==> src/rtl/spm_pkg.sv <==
// Shared types and constants for the sparse polynomial multiplier.
`default_nettype none
package spm_pkg;
  localparam int TermW = 16;
  localparam int CoefW = 40;
  localparam int ExpW  = 17;

  typedef enum logic [1:0] {
    OP_FIRST  = 2'd0,
    OP_SECOND = 2'd1,
    OP_END    = 2'd2,
    OP_NONE   = 2'd3
  } op_t;

  localparam logic signed [CoefW-1:0] CoefMax = {1'b0, {(CoefW-1){1'b1}}};
  localparam logic signed [CoefW-1:0] CoefMin = {1'b1, {(CoefW-1){1'b0}}};

  // Saturating 40-bit add.
  function automatic logic signed [CoefW-1:0] sat_add(
    input logic signed [CoefW-1:0] a,
    input logic signed [CoefW-1:0] b
  );
    logic signed [CoefW:0] s;
    s = {a[CoefW-1], a} + {b[CoefW-1], b};
    if (s[CoefW] != s[CoefW-1]) begin
      sat_add = s[CoefW] ? CoefMin : CoefMax;
    end else begin
      sat_add = s[CoefW-1:0];
    end
  endfunction
endpackage
`default_nettype wire

==> src/rtl/spm_mult.sv <==
// Registered 16x16 signed multiplier and exponent adder shared by all products.
`default_nettype none
module spm_mult import spm_pkg::*; (
  input  wire                           clk,
  input  wire  logic signed [TermW-1:0] a_coef,
  input  wire  logic signed [TermW-1:0] a_exp,
  input  wire  logic signed [TermW-1:0] b_coef,
  input  wire  logic signed [TermW-1:0] b_exp,
  output logic signed [CoefW-1:0]       p_coef,
  output logic signed [ExpW-1:0]        p_exp
);
  logic signed [2*TermW-1:0] mul;
  assign mul = a_coef * b_coef;

  // One product per cycle, registered
  always_ff @(posedge clk) begin
    p_coef <= CoefW'(mul);
    p_exp  <= ExpW'(a_exp) + ExpW'(b_exp);
  end
endmodule
`default_nettype wire

==> config.mk <==
export PLATFORM = sky130hd
export DESIGN_NAME = spm_mult
export DESIGN_NICKNAME = d
export VERILOG_FILES = /design/src/rtl/spm_pkg.sv /design/src/rtl/spm_mult.sv
export SDC_FILE = /design/constraint.sdc
export NUM_CORES = 1
export LEC_CHECK = 0
export ABC_AREA = 1
export BUFFER_PORTS_ARGS = -buffer_cell sky130_fd_sc_hd__buf_2
export CORE_ASPECT_RATIO = 0.75
export CORE_UTILIZATION = 25
export DETAILED_ROUTE_END_ITERATION = 10
export PLACE_DENSITY = 0.4
export REMOVE_ABC_BUFFERS = 1
export SYNTH_ARGS = -nofsm -noshare
export SYNTH_HDL_FRONTEND = slang
export SYNTH_SLANG_ARGS = --single-unit
==> constraint.sdc <==
create_clock -name clk -period 7.45 [get_ports clk]
set_input_delay 1.49 -clock clk [delete_from_list [all_inputs] [get_ports clk]]
set_output_delay 1.49 -clock clk [all_outputs]
set_load 0.02 [all_outputs]
## After elaboration in Yosys (flattened, before gate mapping)

Cells that the tools add are included.

| storage, ports and cells | value |
|---|---|
| memories kept | 0 |
| bits in writable memories | 0 |
| memory bits (read-only) | 0 |
| bits in latches | 0 |
| output and inout port bits | 57 |
| bits in registers | 49 |
| bits of input ports | 65 |

| cells by class | value |
|---|---|
| mux-type cells | 0 |
| equality and inequality tests | 0 |
| divide/modulo/power cells | 0 |
| $mul | 1 |
| $add $sub $neg | 1 |
| bitwise gates (word level) | 0 |
| reductions and logical operators | 0 |
| magnitude comparators | 0 |
| shift-type cells | 0 |

Operators by type and width:

| operator | count |
|---|---|
| multiplier 16 x 16 -> 32 bit | 1 |
| adder 16 x 16 -> 17 bit | 1 |

## Depth between registers and ports, before layout

| logic depth | value |
|---|---|
| depth in word-level cells | 1 |
| mapped depth | 28 |
| mapped depth without buffers | 26 |

## Worst setup path after synthesis

No wires, ideal clock.

| timing path | value |
|---|---|
| path type | input-to-reg |
| start | input b_coef[6] |
| end | register p_coef[23] |
| data required time | 7.330 ns |
| setup slack | 0.925 ns |
| library setup time | 0.120 ns |
| arrival | 6.406 ns |
| stages on the path | 20 |
| cells stage by stage | clkbuf_1 clkbuf_1 nand2_1 fa_1 inv_1 fa_1 fa_1 fa_1 fa_1 inv_1 fa_1 inv_1 ha_1 nand2_1 inv_1 nand2_1 and2_1 nand2_1 nand3b_1 xor2_1 |

| on the way | value |
|---|---|
| word-level cells in the longest chain between the ends | 1 |

Ends and longest elaborated chain:

| element | line | text |
|---|---|---|
| start: declaration | spm_mult.sv:7 | `input wire logic signed [TermW-1:0] b_coef,` |
| multiplier 16 x 16 -> 32 bit | spm_mult.sv:13 | `assign mul = a_coef * b_coef;` |
| named net mul[23] | spm_mult.sv:12 | `logic signed [2*TermW-1:0] mul;` |
| end signal: assignment | spm_mult.sv:17 | `p_coef <= CoefW'(mul);` |
| end: declaration | spm_mult.sv:9 | `output logic signed [CoefW-1:0] p_coef,` |

The timed path passes the listed nets, and every way through them passes these cells.

## Worst setup path after layout

| timing path | value |
|---|---|
| start | input b_coef[1] |
| end | register p_coef[29] |

Same word-level chain as after synthesis.

==> impl_metrics.json <==
{
  "yosysWarnings": 0,
  "dieArea_mm2": 0.05166,
  "cts_setup_buffers": 0,
  "drtAntennaViolNets": 0,
  "cp_slowest_stage_delay_ns": 0.86,
  "stdcell_count": 2400,
  "mostFrequentLayoutCells": "510 x inv_1, 442 x nand2_1, 263 x fa_1",
  "diodes": 0,
  "fillerInstances": 5608,
  "route.detailed.drc": 0,
  "cp-end-kind": "flop",
  "drv_slew": 0,
  "cts.repair.resized": 0,
  "synth.yosys.seq_area_share_pct": 7.733,
  "synth_edf_count": 0,
  "arrival_ns": 7.22,
  "area.sequential_um2": 980.9,
  "cts_buffers": 5,
  "ios": 122,
  "crit_path_start_kind": "input pin",
  "die_height_um": 197.1,
  "vias": 10098,
  "fin_tns_setup_ns": 0,
  "cts_tree": "yes",
  "clkTransAtPathRegs_ns": 0.08,
  "hold_start": "b_exp[0]",
  "die_w_um": 262.1,
  "maxCapViolations": 0,
  "drive_gt1_share_pct": 8.606,
  "htreeDepth": 2,
  "final_hold_viol_count": 0,
  "core_mm2": 0.05010,
  "start_util_pct": 25.32,
  "syn2layout_area_growth_pct": 10.69,
  "period_minus_slack_ns": 6.975,
  "worst_pin_slew_ns": 0.5305,
  "rows": 71,
  "rsz0062_at_grt": "no",
  "timing.fmax_mhz": 143.4,
  "drt-initial-drc-count": 533,
  "grt_overflow": 0,
  "routed_wl_mm": 36.98,
  "cts.sinks": 49,
  "path_max_fanout": 16,
  "routed_via_density": 4.208,
  "dp_cells": 2392,
  "grt_pass1_wl_mm": 60.55,
  "antenna_found_initial": 0,
  "crit_chain": "buf_2, nand2_1, inv_1, fa_1, fa_1, inv_1, fa_1, fa_1, fa_1, fa_1, inv_1, ha_1, nand2_1, nor2_1, nand2_1, nor3_1, nand2_1, nand3b_1, nand2_1, nand2_1",
  "max-slew-margin-rel_pct": 64.26,
  "grt_max_degree": 18,
  "avgSynthCellArea_um2": 7.587,
  "dr.pass1.iters": 6,
  "syn_inst": 1672,
  "dpl.hpwl_mm": 32.32,
  "placedInstanceArea_mm2": 0.01389,
  "cp_data_required_time_ns": 7.70,
  "grt_pass1_vias": 10857,
  "portBuffers": 121,
  "multi_input_area_mm2": 0.009517,
  "synthArstFlopShare_pct": 0,
  "holdBufCountCts": 0,
  "yosysUniqueCellTypes": 28,
  "setup_viol": 0,
  "final_common_cell": "inv_1",
  "crit_slowest_cell": "fa_1",
  "synth_flop_cell": "dfxtp_1",
  "final_nets": 2168,
  "place_congestion": 0.8664,
  "clockBufferDepth": 2,
  "period_share_pct": 93.63,
  "cts-root-buf": "clkbuf_16",
  "status": "finished clean",
  "grtUsageTotal_pct": 15.27,
  "criticalPathCategory": "in2reg",
  "hold_path.class": "in2reg",
  "min_to": "p_exp[0]",
  "hold_depth": 2,
  "design_area_mm2": 0.01404,
  "synth_seq_cells": 49,
  "syn_area_mm2": 0.01269,
  "wire_per_inst_um": 15.41
}
[state kept, by name, summed over array words and instances, names as in the netlist]
| signal | flops |
|---|---|
| p_exp | 17 |
| p_coef | 32 |
[per-layer routing]
metal / wire length [µm] / global-route usage (%) / share of wire [%] / vias to the layer above
met5: 0 / 0 / 0 / -
met4: 127 / 0.8992 / 0.34 / 0
met3: 1377 / 1.411 / 3.7 / 8
met2: 16290 / 24.07 / 44 / 161
met1: 19180 / 23.41 / 52 / 5075
li1: - / - / - / 4854
[synth_stat cells, drive strengths merged (2+ instances only)]
library cell / n / share of area (%)
inv: 510 / 15
nand2: 445 / 13
fa: 263 / 42
ha: 98 / 9.7
nor2: 61 / 1.9
clkbuf: 56 / 1.7
dfxtp: 49 / 7.7
a21oi: 43 / 1.7
nand3: 42 / 1.7
xor2: 30 / 2.1
o21ai: 20 / 0.82
nor3: 11 / 0.51
nand4: 10 / 0.49
buf: 9 / 0.50
o21bai: 5 / 0.30
or2: 5 / 0.25
xnor2: 5 / 0.35
nand3b: 4 / 0.24
a21o: 3 / 0.18
o211ai: 2 / 0.12
[through the flow]
stage | worst slack (ns) | util, % | hold slack [ns]
detailed placement | 0.2190 | 27.73 | 1.705
global placement | 0.2320 | 27.73 | 1.704
floorplan | 1.301 | - | 1.583
global route | 0.1821 | 28.03 | 1.370
finish | 0.4746 | 28.03 | 1.384
CTS | 0.5332 | 28.03 | 1.375
[area by class of cell]
| type | instances | share of cell area (%) |
|---|---|---|
| Inverter | 510 | 13.63 |
| Clock buffer | 5 | 0.8910 |
| Timing Repair Buffer | 128 | 4.687 |
| Multi-Input combinational cell | 1048 | 67.77 |
| Sequential cell | 49 | 6.986 |
| Clock inverter | 3 | 0.1782 |
| Tap cell | 657 | 5.854 |
[logic make-up after synthesis]
logic type               share of synthesized area, %
AND/OR/NAND/NOR                                 18.33
buffers and inverters                           17.25
adder cells (fa/ha/maj)                         51.17
AO/OA/AOI/OAI                                   3.107
flip-flops                                      7.733
XOR/XNOR                                        2.416
[worst max path at each step]
stage | startpoint | end | slack, ns | cells past startpoint
global placement | b_coef[1] | p_coef[23] | 0.23 | 19
detailed placement | b_coef[1] | p_coef[30] | 0.22 | 19
floorplan | a_coef[15] | p_coef[23] | 1.30 | 18
global route | b_coef[1] | p_coef[30] | 0.18 | 19
finish | b_coef[1] | p_coef[29] | 0.47 | 20
CTS | b_coef[1] | p_coef[30] | 0.53 | 19
[worst max-delay path, delay by kind of cell]
family	cells	cell delay, ns
simple gates	9	1.28
fa+ha+maj	7	3.81
buf+inv	4	0.63
Power is not shown: default switching activity piles up to over one toggle a cycle in this logic, so the estimate is an artifact.
